`config.mk`:
```
export PLATFORM = sky130hd
export DESIGN_NAME = flat_json_object_tokenizer_flat
export DESIGN_NICKNAME = d
export VERILOG_FILES = /design/src/rtl/core/fjot_pkg.sv /design/src/rtl/core/fjot_if.sv /design/src/rtl/core/fjot_dp.sv /design/src/rtl/core/fjot_ctrl.sv /design/src/rtl/core/flat_json_object_tokenizer.sv /design/src/flat_wrapper.sv
export SDC_FILE = /design/constraint.sdc
export NUM_CORES = 1
export LEC_CHECK = 0
export ABC_AREA = 1
export BUFFER_PORTS_ARGS = -buffer_cell sky130_fd_sc_hd__buf_2
export CAP_MARGIN = 20
export CORE_AREA = 5 5 165 167
export CTS_CLUSTER_SIZE = 8
export DETAILED_ROUTE_END_ITERATION = 16
export DIE_AREA = 0 0 170 172
export SLEW_MARGIN = 10
export SYNTH_ARGS = -nofsm -noshare
export SYNTH_HDL_FRONTEND = slang
export SYNTH_SLANG_ARGS = --single-unit
```
`constraint.sdc`:
```
create_clock -name clk -period 2.05 [get_ports clk]
set_input_delay 0.205 -clock clk [delete_from_list [all_inputs] [get_ports clk]]
set_output_delay 0.205 -clock clk [all_outputs]
set_load 0.05 [all_outputs]
```
`src/rtl/core/fjot_pkg.sv`:
```
// ----------------------------------------------------------------------------
// fjot_pkg
// Types, codes and helpers shared by the flat object tokenizer modules.
// ----------------------------------------------------------------------------
package fjot_pkg;

	localparam int HOLD_DEPTH_DEF = 16;

	// result kinds
	localparam logic [2:0] K_KEY    = 3'd0;
	localparam logic [2:0] K_VAL    = 3'd1;
	localparam logic [2:0] K_PAIR   = 3'd2;
	localparam logic [2:0] K_ACCEPT = 3'd3;
	localparam logic [2:0] K_REJECT = 3'd4;
	localparam logic [2:0] K_OVERFL = 3'd5;

	// characters of interest
	localparam logic [7:0] CH_LBRACE = 8'h7B;
	localparam logic [7:0] CH_RBRACE = 8'h7D;
	localparam logic [7:0] CH_COLON  = 8'h3A;
	localparam logic [7:0] CH_COMMA  = 8'h2C;
	localparam logic [7:0] CH_QUOTE  = 8'h22;
	localparam logic [7:0] CH_BSLASH = 8'h5C;
	localparam logic [7:0] CH_SLASH  = 8'h2F;
	localparam logic [7:0] CH_N      = 8'h6E;
	localparam logic [7:0] CH_T      = 8'h74;
	localparam logic [7:0] CH_LF     = 8'h0A;
	localparam logic [7:0] CH_TAB    = 8'h09;
	localparam logic [7:0] CH_CR     = 8'h0D;
	localparam logic [7:0] CH_SPACE  = 8'h20;

	typedef enum logic [3:0] {
		PH_START,
		PH_OPENED,
		PH_KEY,
		PH_KEY_ESC,
		PH_AFTER_KEY,
		PH_BEFORE_VAL,
		PH_VAL_Q,
		PH_VAL_ESC,
		PH_BARE,
		PH_AFTER_VAL,
		PH_AFTER_COMMA,
		PH_TRAIL,
		PH_DONE
	} phase_t;

	typedef enum logic [1:0] {
		CS_RUN,
		CS_FL_RD,
		CS_FL_WR,
		CS_FL_LAST
	} ctrl_state_t;

	typedef enum logic [2:0] {
		SEL_ZERO,
		SEL_BYTE,
		SEL_ESC,
		SEL_HELD,
		SEL_PEND
	} byte_sel_t;

	typedef struct packed {
		logic       end_of_text;
		logic       is_space;
		logic       is_lbrace;
		logic       is_rbrace;
		logic       is_colon;
		logic       is_comma;
		logic       is_quote;
		logic       is_bslash;
		logic       esc_ok;
		logic       cnt_zero;
		logic       cnt_full;
		logic       flush_last;
		logic       out_free;
	} dp_status_t;

	typedef struct packed {
		logic       emit;
		logic [2:0] kind;
		byte_sel_t  sel;
		logic       last;
		logic       push;
		logic       clr_count;
		logic       latch_pend;
		logic       ptr_clr;
		logic       ptr_inc;
	} dp_cmd_t;

	function automatic logic is_space(input logic [7:0] c);
		return (c == CH_SPACE) || ((c >= CH_TAB) && (c <= CH_CR));
	endfunction

	// decoded escape character; valid flag low for a bad escape
	function automatic logic [8:0] unescape(input logic [7:0] c);
		logic [8:0] r;
		case (c)
			CH_QUOTE, CH_BSLASH, CH_SLASH: r = {1'b1, c};
			CH_N:                          r = {1'b1, CH_LF};
			CH_T:                          r = {1'b1, CH_TAB};
			default:                       r = 9'd0;
		endcase
		return r;
	endfunction

endpackage

```
`src/rtl/core/fjot_if.sv`:
```
// ----------------------------------------------------------------------------
// fjot_in_if / fjot_out_if
// Valid/ready channels for text bytes in and tokens out.
// ----------------------------------------------------------------------------
interface fjot_in_if;
	logic       valid;
	logic       ready;
	logic [7:0] text_byte;
	logic       end_of_text;

	modport source (output valid, output text_byte, output end_of_text, input ready);
	modport sink   (input valid, input text_byte, input end_of_text, output ready);
endinterface

interface fjot_out_if;
	logic       valid;
	logic       ready;
	logic [2:0] token_kind;
	logic [7:0] token_byte;
	logic       last_of_run;

	modport source (output valid, output token_kind, output token_byte,
		output last_of_run, input ready);
	modport sink   (input valid, input token_kind, input token_byte,
		input last_of_run, output ready);
endinterface

```
`src/rtl/core/fjot_dp.sv`:
```
// ----------------------------------------------------------------------------
// fjot_dp
// Datapath: character decode, whitespace hold memory, output register.
// ----------------------------------------------------------------------------
module fjot_dp
	import fjot_pkg::*;
#(
	parameter int HOLD_DEPTH = HOLD_DEPTH_DEF
) (
	input  logic       clk,
	input  logic       arst_n,
	input  logic [7:0] text_byte,
	input  logic       end_of_text,
	input  dp_cmd_t    cmd,
	output dp_status_t st,
	output logic       out_valid,
	input  logic       out_ready,
	output logic [2:0] token_kind,
	output logic [7:0] token_byte,
	output logic       last_of_run
);

	localparam int CNT_W = $clog2(HOLD_DEPTH + 1);
	localparam int IDX_W = (HOLD_DEPTH > 1) ? $clog2(HOLD_DEPTH) : 1;

	logic [7:0]       mem [HOLD_DEPTH];
	logic [7:0]       mem_rd_q;
	logic [CNT_W-1:0] count_q;
	logic [IDX_W-1:0] ptr_q;
	logic [7:0]       pend_q;
	logic             valid_q;
	logic [2:0]       kind_q;
	logic [7:0]       byte_q;
	logic             last_q;
	logic [8:0]       esc;
	logic [7:0]       byte_nxt;

	assign esc = unescape(text_byte);

	always_comb begin
		st.end_of_text = end_of_text;
		st.is_space    = is_space(text_byte);
		st.is_lbrace   = text_byte == CH_LBRACE;
		st.is_rbrace   = text_byte == CH_RBRACE;
		st.is_colon    = text_byte == CH_COLON;
		st.is_comma    = text_byte == CH_COMMA;
		st.is_quote    = text_byte == CH_QUOTE;
		st.is_bslash   = text_byte == CH_BSLASH;
		st.esc_ok      = esc[8];
		st.cnt_zero    = count_q == '0;
		st.cnt_full    = count_q >= CNT_W'(HOLD_DEPTH);
		st.flush_last  = (CNT_W'(ptr_q) + CNT_W'(1)) == count_q;
		st.out_free    = !valid_q || out_ready;
	end

	always_comb begin
		unique case (cmd.sel)
			SEL_BYTE: byte_nxt = text_byte;
			SEL_ESC:  byte_nxt = esc[7:0];
			SEL_HELD: byte_nxt = mem_rd_q;
			SEL_PEND: byte_nxt = pend_q;
			default:  byte_nxt = 8'd0;
		endcase
	end

	// hold memory, registered read
	always_ff @(posedge clk) begin
		if (cmd.push) begin
			mem[count_q[IDX_W-1:0]] <= text_byte;
		end
		mem_rd_q <= mem[ptr_q];
	end

	always_ff @(posedge clk) begin
		if (cmd.latch_pend) begin
			pend_q <= text_byte;
		end
		if (cmd.emit) begin
			kind_q <= cmd.kind;
			byte_q <= byte_nxt;
			last_q <= cmd.last;
		end
	end

	always_ff @(posedge clk or negedge arst_n) begin
		if (!arst_n) begin
			count_q <= '0;
			ptr_q   <= '0;
			valid_q <= 1'b0;
		end else begin
			if (cmd.clr_count) begin
				count_q <= '0;
			end else if (cmd.push) begin
				count_q <= count_q + CNT_W'(1);
			end
			if (cmd.ptr_clr) begin
				ptr_q <= '0;
			end else if (cmd.ptr_inc) begin
				ptr_q <= ptr_q + IDX_W'(1);
			end
			if (cmd.emit) begin
				valid_q <= 1'b1;
			end else if (out_ready) begin
				valid_q <= 1'b0;
			end
		end
	end

	assign out_valid   = valid_q;
	assign token_kind  = kind_q;
	assign token_byte  = byte_q;
	assign last_of_run = last_q;

endmodule

```
`src/rtl/core/fjot_ctrl.sv`:
```
// ----------------------------------------------------------------------------
// fjot_ctrl
// Controller: parse phase, input handshake and whitespace flush sequencing.
// ----------------------------------------------------------------------------
module fjot_ctrl
	import fjot_pkg::*;
(
	input  logic       clk,
	input  logic       arst_n,
	input  logic       in_valid,
	output logic       in_ready,
	input  dp_status_t st,
	output dp_cmd_t    cmd
);

	phase_t      phase_q, phase_nxt;
	ctrl_state_t cs_q, cs_nxt;

	function automatic dp_cmd_t emit_cmd(input logic [2:0] kind, input byte_sel_t sel);
		dp_cmd_t c;
		c      = '0;
		c.emit = 1'b1;
		c.kind = kind;
		c.sel  = sel;
		c.last = 1'b1;
		return c;
	endfunction

	always_ff @(posedge clk or negedge arst_n) begin
		if (!arst_n) begin
			phase_q <= PH_START;
			cs_q    <= CS_RUN;
		end else begin
			phase_q <= phase_nxt;
			cs_q    <= cs_nxt;
		end
	end

	always_comb begin
		cmd       = '0;
		phase_nxt = phase_q;
		cs_nxt    = cs_q;
		in_ready  = (cs_q == CS_RUN) && st.out_free;
		unique case (cs_q)
			CS_RUN: begin
				if (in_valid && in_ready) begin
					if (st.end_of_text) begin
						if (phase_q == PH_TRAIL) begin
							cmd = emit_cmd(K_ACCEPT, SEL_ZERO);
						end else if (phase_q != PH_DONE) begin
							cmd = emit_cmd(K_REJECT, SEL_ZERO);
						end
						cmd.clr_count = 1'b1;
						phase_nxt     = PH_START;
					end else begin
						unique case (phase_q)
							PH_START: begin
								if (st.is_lbrace) begin
									phase_nxt = PH_OPENED;
								end else if (!st.is_space) begin
									cmd = emit_cmd(K_REJECT, SEL_ZERO);
								end
							end
							PH_OPENED: begin
								if (st.is_rbrace) begin
									phase_nxt = PH_TRAIL;
								end else if (st.is_quote) begin
									phase_nxt = PH_KEY;
								end else if (!st.is_space) begin
									cmd = emit_cmd(K_REJECT, SEL_ZERO);
								end
							end
							PH_KEY: begin
								if (st.is_quote) begin
									phase_nxt = PH_AFTER_KEY;
								end else if (st.is_bslash) begin
									phase_nxt = PH_KEY_ESC;
								end else begin
									cmd = emit_cmd(K_KEY, SEL_BYTE);
								end
							end
							PH_KEY_ESC: begin
								if (st.esc_ok) begin
									cmd       = emit_cmd(K_KEY, SEL_ESC);
									phase_nxt = PH_KEY;
								end else begin
									cmd = emit_cmd(K_REJECT, SEL_ZERO);
								end
							end
							PH_AFTER_KEY: begin
								if (st.is_colon) begin
									phase_nxt = PH_BEFORE_VAL;
								end else if (!st.is_space) begin
									cmd = emit_cmd(K_REJECT, SEL_ZERO);
								end
							end
							PH_BEFORE_VAL: begin
								if (st.is_quote) begin
									phase_nxt = PH_VAL_Q;
								end else if (st.is_comma || st.is_rbrace) begin
									cmd = emit_cmd(K_REJECT, SEL_ZERO);
								end else if (!st.is_space) begin
									cmd           = emit_cmd(K_VAL, SEL_BYTE);
									cmd.clr_count = 1'b1;
									phase_nxt     = PH_BARE;
								end
							end
							PH_VAL_Q: begin
								if (st.is_quote) begin
									cmd       = emit_cmd(K_PAIR, SEL_ZERO);
									phase_nxt = PH_AFTER_VAL;
								end else if (st.is_bslash) begin
									phase_nxt = PH_VAL_ESC;
								end else begin
									cmd = emit_cmd(K_VAL, SEL_BYTE);
								end
							end
							PH_VAL_ESC: begin
								if (st.esc_ok) begin
									cmd       = emit_cmd(K_VAL, SEL_ESC);
									phase_nxt = PH_VAL_Q;
								end else begin
									cmd = emit_cmd(K_REJECT, SEL_ZERO);
								end
							end
							PH_BARE: begin
								if (st.is_comma || st.is_rbrace) begin
									cmd           = emit_cmd(K_PAIR, SEL_ZERO);
									cmd.clr_count = 1'b1;
									phase_nxt     = st.is_comma ? PH_AFTER_COMMA : PH_TRAIL;
								end else if (st.is_space) begin
									if (st.cnt_full) begin
										cmd = emit_cmd(K_OVERFL, SEL_ZERO);
									end else begin
										cmd.push = 1'b1;
									end
								end else if (st.cnt_zero) begin
									cmd = emit_cmd(K_VAL, SEL_BYTE);
								end else begin
									// held whitespace goes out ahead of this byte
									cmd.latch_pend = 1'b1;
									cmd.ptr_clr    = 1'b1;
									cs_nxt         = CS_FL_RD;
								end
							end
							PH_AFTER_VAL: begin
								if (st.is_comma) begin
									phase_nxt = PH_AFTER_COMMA;
								end else if (st.is_rbrace) begin
									phase_nxt = PH_TRAIL;
								end else if (!st.is_space) begin
									cmd = emit_cmd(K_REJECT, SEL_ZERO);
								end
							end
							PH_AFTER_COMMA: begin
								if (st.is_quote) begin
									phase_nxt = PH_KEY;
								end else if (!st.is_space) begin
									cmd = emit_cmd(K_REJECT, SEL_ZERO);
								end
							end
							PH_TRAIL: begin
								if (!st.is_space) begin
									cmd = emit_cmd(K_REJECT, SEL_ZERO);
								end
							end
							default: begin
								phase_nxt = PH_DONE;
							end
						endcase
						// any verdict ends the text until the end marker
						if (cmd.emit && (cmd.kind == K_REJECT || cmd.kind == K_OVERFL)) begin
							cmd.clr_count = 1'b1;
							phase_nxt     = PH_DONE;
						end
					end
				end
			end
			CS_FL_RD: begin
				// memory read data lands at the end of this cycle
				cs_nxt = CS_FL_WR;
			end
			CS_FL_WR: begin
				if (st.out_free) begin
					cmd         = emit_cmd(K_VAL, SEL_HELD);
					cmd.last    = 1'b0;
					cmd.ptr_inc = 1'b1;
					cs_nxt      = st.flush_last ? CS_FL_LAST : CS_FL_RD;
				end
			end
			CS_FL_LAST: begin
				if (st.out_free) begin
					cmd           = emit_cmd(K_VAL, SEL_PEND);
					cmd.clr_count = 1'b1;
					cs_nxt        = CS_RUN;
				end
			end
			default: begin
				cs_nxt = CS_RUN;
			end
		endcase
	end

endmodule

```
`src/rtl/core/flat_json_object_tokenizer.sv`:
```
// Throughput: one item per cycle while the sink keeps up; a result is
// registered as its item is accepted, but a byte ending held whitespace in a
// bare value stalls the input and goes out after the held bytes, each read
// then written, paced by the single read port and one-entry output register.
// Reset: asynchronous, clears the parse phase, hold count and output valid;
// the hold memory is not cleared; only entries below the hold count are used.
// ----------------------------------------------------------------------------
// flat_json_object_tokenizer
// Streaming tokenizer and checker for a flat object of quoted keys and values.
// ----------------------------------------------------------------------------
module flat_json_object_tokenizer
	import fjot_pkg::*;
#(
	parameter int HOLD_DEPTH = HOLD_DEPTH_DEF
) (
	input  logic       clk,
	input  logic       arst_n,
	fjot_in_if.sink    text_in,
	fjot_out_if.source token_out
);

	dp_status_t st;
	dp_cmd_t    cmd;

	fjot_ctrl u_ctrl (
		.clk      (clk),
		.arst_n   (arst_n),
		.in_valid (text_in.valid),
		.in_ready (text_in.ready),
		.st       (st),
		.cmd      (cmd)
	);

	fjot_dp #(
		.HOLD_DEPTH (HOLD_DEPTH)
	) u_dp (
		.clk         (clk),
		.arst_n      (arst_n),
		.text_byte   (text_in.text_byte),
		.end_of_text (text_in.end_of_text),
		.cmd         (cmd),
		.st          (st),
		.out_valid   (token_out.valid),
		.out_ready   (token_out.ready),
		.token_kind  (token_out.token_kind),
		.token_byte  (token_out.token_byte),
		.last_of_run (token_out.last_of_run)
	);

endmodule
```
`src/flat_wrapper.sv`:
```
// flat-port wrapper written by rule: the top's interface ports become plain ports
module flat_json_object_tokenizer_flat import fjot_pkg::*;
#(
	parameter int HOLD_DEPTH = HOLD_DEPTH_DEF
)
  (clk, arst_n, text_in_valid, text_in_text_byte, text_in_end_of_text, text_in_ready, token_out_valid, token_out_token_kind, token_out_token_byte, token_out_last_of_run, token_out_ready);
  fjot_in_if text_in_i ();
  fjot_out_if token_out_i ();
  input  logic clk;
  input  logic arst_n;
  input wire logic [$bits(text_in_i.valid)-1:0] text_in_valid;
  input wire logic [$bits(text_in_i.text_byte)-1:0] text_in_text_byte;
  input wire logic [$bits(text_in_i.end_of_text)-1:0] text_in_end_of_text;
  output wire logic [$bits(text_in_i.ready)-1:0] text_in_ready;
  output wire logic [$bits(token_out_i.valid)-1:0] token_out_valid;
  output wire logic [$bits(token_out_i.token_kind)-1:0] token_out_token_kind;
  output wire logic [$bits(token_out_i.token_byte)-1:0] token_out_token_byte;
  output wire logic [$bits(token_out_i.last_of_run)-1:0] token_out_last_of_run;
  input wire logic [$bits(token_out_i.ready)-1:0] token_out_ready;
  assign text_in_i.valid = text_in_valid;
  assign text_in_i.text_byte = text_in_text_byte;
  assign text_in_i.end_of_text = text_in_end_of_text;
  assign text_in_ready = text_in_i.ready;
  assign token_out_valid = token_out_i.valid;
  assign token_out_token_kind = token_out_i.token_kind;
  assign token_out_token_byte = token_out_i.token_byte;
  assign token_out_last_of_run = token_out_i.last_of_run;
  assign token_out_i.ready = token_out_ready;
  flat_json_object_tokenizer #(.HOLD_DEPTH(HOLD_DEPTH)) u_core (.clk(clk), .arst_n(arst_n), .text_in(text_in_i), .token_out(token_out_i));
endmodule
```
# After elaboration in Yosys (flattened, before gate mapping)
# Memory sizes are Yosys's and may differ from the RTL's. A register that Yosys moved wholly into a read port is not among the register bits.
# Cells that the tools add are included.
# word_totals
in_bits	13
reg_bits	36
n_memories	1
output_inout_bits	14
word_cells	159
ram_bits	128
# memory_table
name	words	width	read_ports	rd_ports_with_merged_regs	write_ports	line	text
u_core.u_dp.mem	16	8	1	1	1	fjot_dp.sv:26	logic [7:0] mem [HOLD_DEPTH];
# classes
n_reduce_logical	18
magnitude_cmp	3
n_addsub	3
eq_ne	51
muxes	74
# ops
operator	count
13-bit two-way mux	25
13-bit case mux with 12 select lines	1
4-bit two-way mux	20
4-bit case mux with 12 select lines	1
8-bit by 6-bit == test with 1-bit output, second input constant	5
8-bit by 7-bit == test with 1-bit output, second input constant	5
13-bit case mux with 3 select lines	1
8-bit case mux with 4 select lines	1
9-bit case mux with 3 select lines	1
12-bit two-way mux	2
2-bit two-way mux	10
4-bit by 3-bit == test with 1-bit output, second input constant	4
4-bit == test, second input constant	4
4-bit inequality test, second input constant	4
13-bit AND reduction	1
2-bit inequality test, second input constant	6
10-bit two-way mux	1
5-bit two-way mux	2
5-bit by 3-bit inequality test with 1-bit output, second input constant	2
5-bit by 4-bit inequality test with 1-bit output, second input constant	2
3-bit == test, second input constant	3
4-bit by 2-bit == test with 1-bit output, second input constant	2
8-bit by 4-bit greater-or-equal comparator with 1-bit output, second input constant	1
8-bit by 4-bit <= comparator with 1-bit output, second input constant	1
other kinds (26)	44

# Depth between registers and ports, before layout
# logic_depth
ltp_word	19
ltp_mapped	15
depth_no_buf	15

# Hierarchy
# From an unflattened synthesis, not the netlist that was laid out.
# unflattened
hier_cells	808
area_unflattened_um2	8156.6
# by_module_without_submodules
mod	area_per_inst_um2	seq_area_each_um2	cells_each	instances
fjot_dp	7068.0	4854.7	611	1
fjot_ctrl	1088.5	150.1	197	1

# Worst setup path after synthesis
# OpenSTA, ideal clock, no wires.
# synth_timing
path_kind	register to register
startpoint	reg u_core.u_dp.valid_q, in the netlist u_core.u_dp.out_valid
endpoint	mem u_core.u_dp.mem[11][0], enable pin
arrival_ns	2.050
t_required_ns	1.680
setup_time_ns	0.370
path_stages_with_launch	10
period_less_slack_ns	2.421
setup_slack_ns	-0.371
n_path_buf	1
path_cell_list	dfrtp_1 > inv_1 > or2_1 > buf_2 > nand3_1 > nor2_2 > nand2_1 > nor3_4 > nand3_1 > nor2_1
# synth_via
elab_chain_len	8
# synth_rtl
element	line	text
start: declaration	fjot_dp.sv:31	logic valid_q;
start signal: assignment	fjot_dp.sv:89	valid_q <= 1'b0;
start signal: assignment	fjot_dp.sv:102	valid_q <= 1'b1;
start signal: assignment	fjot_dp.sv:104	valid_q <= 1'b0;
1-bit zero test	fjot_dp.sv:53	st.out_free = !valid_q || out_ready;
1-bit logical OR	fjot_dp.sv:53	
1-bit logical AND	fjot_ctrl.sv:43	in_ready = (cs_q == CS_RUN) && st.out_free;
1-bit logical AND	fjot_ctrl.sv:46	if (in_valid && in_ready) begin
13-bit two-way mux	fjot_ctrl.sv:46	
13-bit case mux with 3 select lines	fjot_ctrl.sv:44	unique case (cs_q)
1-bit two-way mux	fjot_dp.sv:68	if (cmd.push) begin
1-bit two-way mux (implied by the code)	fjot_dp.sv:69	mem[count_q[IDX_W-1:0]] <= text_byte;
end: declaration	fjot_dp.sv:26	
# No other way between the ends.

# Worst setup path in the final report
# layout_timing
startpoint	reg u_core.u_dp.valid_q, in the netlist u_core.u_dp.out_valid
endpoint	mem u_core.u_dp.mem[0][6], enable pin
# Same word-level chain as after synthesis.

==> impl_metrics.tcl <==
set metrics [dict create \
    portBuffers 26 \
    clk_path_buf_depth 2 \
    finalCritPeriodShare 0.9619 \
    clkLatencyLatePin_ns 0.43 \
    synthMostInstantiatedCell "nor2_1" \
    power.internal_w 0.007622 \
    crit_path_max_incr_delay_ns 0.40 \
    htreeDepth 4 \
    critical_path.max_fanout 8 \
    cts_tree "built" \
    via_per_inst 4.925 \
    seq_area_um2 5007 \
    fill_cells 2476 \
    synth_top_area_cell "edfxtp_1" \
    start_util 0.3044 \
    min_path_type "primary input to flip-flop" \
    rows 59 \
    path_cells "inv_1, or2_4, nand3_4, nor2_4, nand2_2, or3_1, buf_4, nor2_4, buf_12" \
    cap_violations 0 \
    synth-seq-cells 172 \
    drive_gt1_frac 0.2596 \
    dr.pass1.iters 5 \
    crit_family "simple AND/OR/NAND/NOR gates" \
    ant_nets 0 \
    grt_pass1_vias 5893 \
    power_leakage_nw 3.729 \
    whs_path_depth 1 \
    maxSlewViolCount 0 \
    die_width_um 170 \
    critical_path_class "flip-flop to flip-flop" \
    ys_seq_area_frac 0.6420 \
    clock_power_share 0.251 \
    die_h_um 172 \
    numCtsBuffers 17 \
    maxClockFrequency_ghz 0.5072 \
    comb_power_share 0.403 \
    fin_nets 887 \
    critical_path_buf_inv_count 3 \
    area_growth_pct 27.20 \
    clkSinkCount 172 \
    period_minus_slack_ns 1.972 \
    cp.required_ns 2.20 \
    drt_first_iter_violations 579 \
    slew_headroom 0.6976 \
    rr_worst_depth 9 \
    cp_slowest_cell "dfrtp_2" \
    p_per_area_nw_per_um2 1273 \
    fin_util 0.3871 \
    crit_cells 9 \
    syn_nets 774 \
    routed_wl_um 21200 \
    grt.total_usage 0.1486 \
    hold_viol_final 0 \
    core-area_um2 25620 \
    hold-worst-slack_ns 0.1124 \
    setup_viol 0 \
    multi_input_area_um2 2735 \
    cp-start-kind "flip-flop" \
    grt_max_degree 52 \
    place_area_um2 9235 \
    grt_pass1_wl_um 33270 \
    ys_warn_count 0 \
    synth_cell_type_count 39 \
    synth-edff-count 148 \
    drc_errors 0 \
    dieArea_um2 29240 \
    seq_power_share 0.346 \
    yosys.area.top_type_share 0.5701 \
    worstPathArrival_ns 2.13 \
    post_drt_wl_per_cell_um 17.42 \
    final_area_um2 9917 \
    path_common_cell "nor2_4" \
    power.switching_w 0.005007 \
    worst_slew_pin_slew_ns 0.4530 \
    cts-root-buf "clkbuf_16" \
    status "finished clean" \
    ys_top_cells_by_count "nor2_1, edfxtp_1, nand2_1, o21ai_0, inv_1" \
    grt_overflow 0 \
    place.detailed.hpwl_um 15360 \
    synthTopCellsByArea "edfxtp_1, nor2_1, o21ai_0" \
    path_clk_slew_ns 0.07 \
    synth_cells 756 \
    routabilityCongestion 0.9140 \
    syn_avg_cell_area_um2 10.31 \
    synth_async_sr_flop_share 0.09302 \
    synth_ff_type "edfxtp_1" \
    via_count 5994 \
    finClkSkew_ns 0.01243 \
    io_pins 27 \
    antenna_found_initial 0 \
    diodes 0 \
    endpoint_kind "flip-flop" \
    irDropWorstVdd_uv 731.8 \
    syn_area_um2 7796 \
    swShare 0.3965 \
]
[per-layer routing]
metal | share of wire | routed length (µm) | track usage
met2 | 0.50 | 10580 | 0.2538
met1 | 0.44 | 9279 | 0.1935
met3 | 0.045 | 959 | 0.02218
met4 | 0.018 | 378 | 0.05347
met5 | 0 | 0 | 0
[repair_timing]
item | 4_1_cts | 5_1_grt
endpoints found under the hold margin | 16 | 0
endpoints found under the setup margin | 8 | 153
hold buffers | 1 | 0
pin swaps | 1 | 6
setup buffers | 0 | 1
resized for setup | 0 | 27
[path summary, 6_finish.rpt]
kind | startpoint | endpoint | slack [ns]
min in group asynchronous | arst_n | u_core.u_ctrl.phase_q[1]$_DFFE_PN0P_ | 0.23
max in group asynchronous | arst_n | u_core.u_dp.ptr_q[0]$_DFFE_PN0P_ | 1.49
max | u_core.u_dp.out_valid$_DFFE_PN0P_ | u_core.u_dp.mem[0][6]$_DFFE_PP_ | 0.08
min reg2reg | u_core.u_dp.pend_q[7]$_DFFE_PP_ | u_core.u_dp.token_byte[7]$_DFFE_PP_ | 0.57
min | text_in_text_byte[2] | u_core.u_dp.mem[14][2]$_DFFE_PP_ | 0.11
max reg2reg | u_core.u_dp.out_valid$_DFFE_PN0P_ | u_core.u_dp.mem[0][6]$_DFFE_PP_ | 0.08
[worst reg2reg max path, stage by stage (launching register included)]
cell and delay [ns]:
dfrtp_2 0.40, inv_1 0.05, or2_4 0.12, nand3_4 0.08, nor2_4 0.16, nand2_2 0.10
or3_1 0.32, buf_4 0.19, nor2_4 0.14, buf_12 0.14
[cell type report]
class                   count  share of cell area
flip-flops and latches    172              0.5049
multi-input cells         508              0.2758
repair buffers            122             0.09992
clock buffers              22             0.04895
well taps                 335             0.04227
inverters                  48             0.01842
clock inverters            10            0.009715
[through the flow]
stage,power [W],setup WS [ns],setup TNS (ns),cells
2_1_floorplan,0.007506,-0.1755,-13.45,756
3_3_place_gp,0.009412,-0.02464,-0.6560,1183
3_5_place_dp,0.009401,-0.06035,-3.057,1183
4_1_cts,0.01256,0.005981,0,1216
5_1_grt,0.01333,-0.004171,-0.02329,1217
6_report,0.01263,0.07820,0,1217
[power by group through the flow]
| stage | registers, W | clock network [W] | logic, W |
|---|---|---|---|
| 2_1_floorplan | 0.00486 | 0 | 0.00265 |
| 3_3_place_gp | 0.00445 | 0 | 0.00497 |
| 5_1_grt | 0.00440 | 0.00337 | 0.00555 |
| 4_1_cts | 0.00437 | 0.00322 | 0.00498 |
| 6_report | 0.00437 | 0.00317 | 0.00509 |
| 3_5_place_dp | 0.00444 | 0 | 0.00496 |
[cell families after synthesis]
| logic type | share of synthesized area |
|---|---|
| DFF | 0.6420 |
| AOI/OAI and AO/OA | 0.1148 |
| buffers and inverters | 0.03707 |
| adders and majority gates | 0.008024 |
| and+or+nand+nor | 0.1903 |
| xor gates and xnor gates | 0.007864 |
[sequential cells by signal (all words and copies together), names as in the netlist]
register	cells
u_core.u_dp.count_q	5
u_core.u_dp.mem_rd_q	8
u_core.u_dp.pend_q	8
u_core.u_dp.last_of_run	1
u_core.u_ctrl.phase_q	4
u_core.u_dp.mem	128
u_core.u_dp.token_byte	8
u_core.u_dp.ptr_q	4
u_core.u_ctrl.cs_q	2
u_core.u_dp.token_kind	3
u_core.u_dp.out_valid	1
[cells in the final DEF (no fill, tap or decap), types with 2 or more instances in the layout]
master	count
inv_6	5
dfxtp_1	8
nand2_1	84
clkbuf_16	18
o21ai_1	2
inv_2	6
xor2_1	6
nand2_4	4
edfxtp_1	148
nand2_2	21
nand4_1	14
inv_8	2
o22ai_1	41
nand3_2	2
a21oi_1	11
nor2_2	13
ha_1	5
dfrtp_2	2
o31ai_1	2
o21ai_0	91
nor2_4	23
buf_2	26
clkbuf_8	2
clkbuf_1	2
dfrtp_1	14
inv_1	40
buf_12	11
buf_4	84
nand3_1	29
nor3_1	4
nand3b_1	8
nor2_1	128
a22o_1	7
Power figures use the tool's default switching activity.
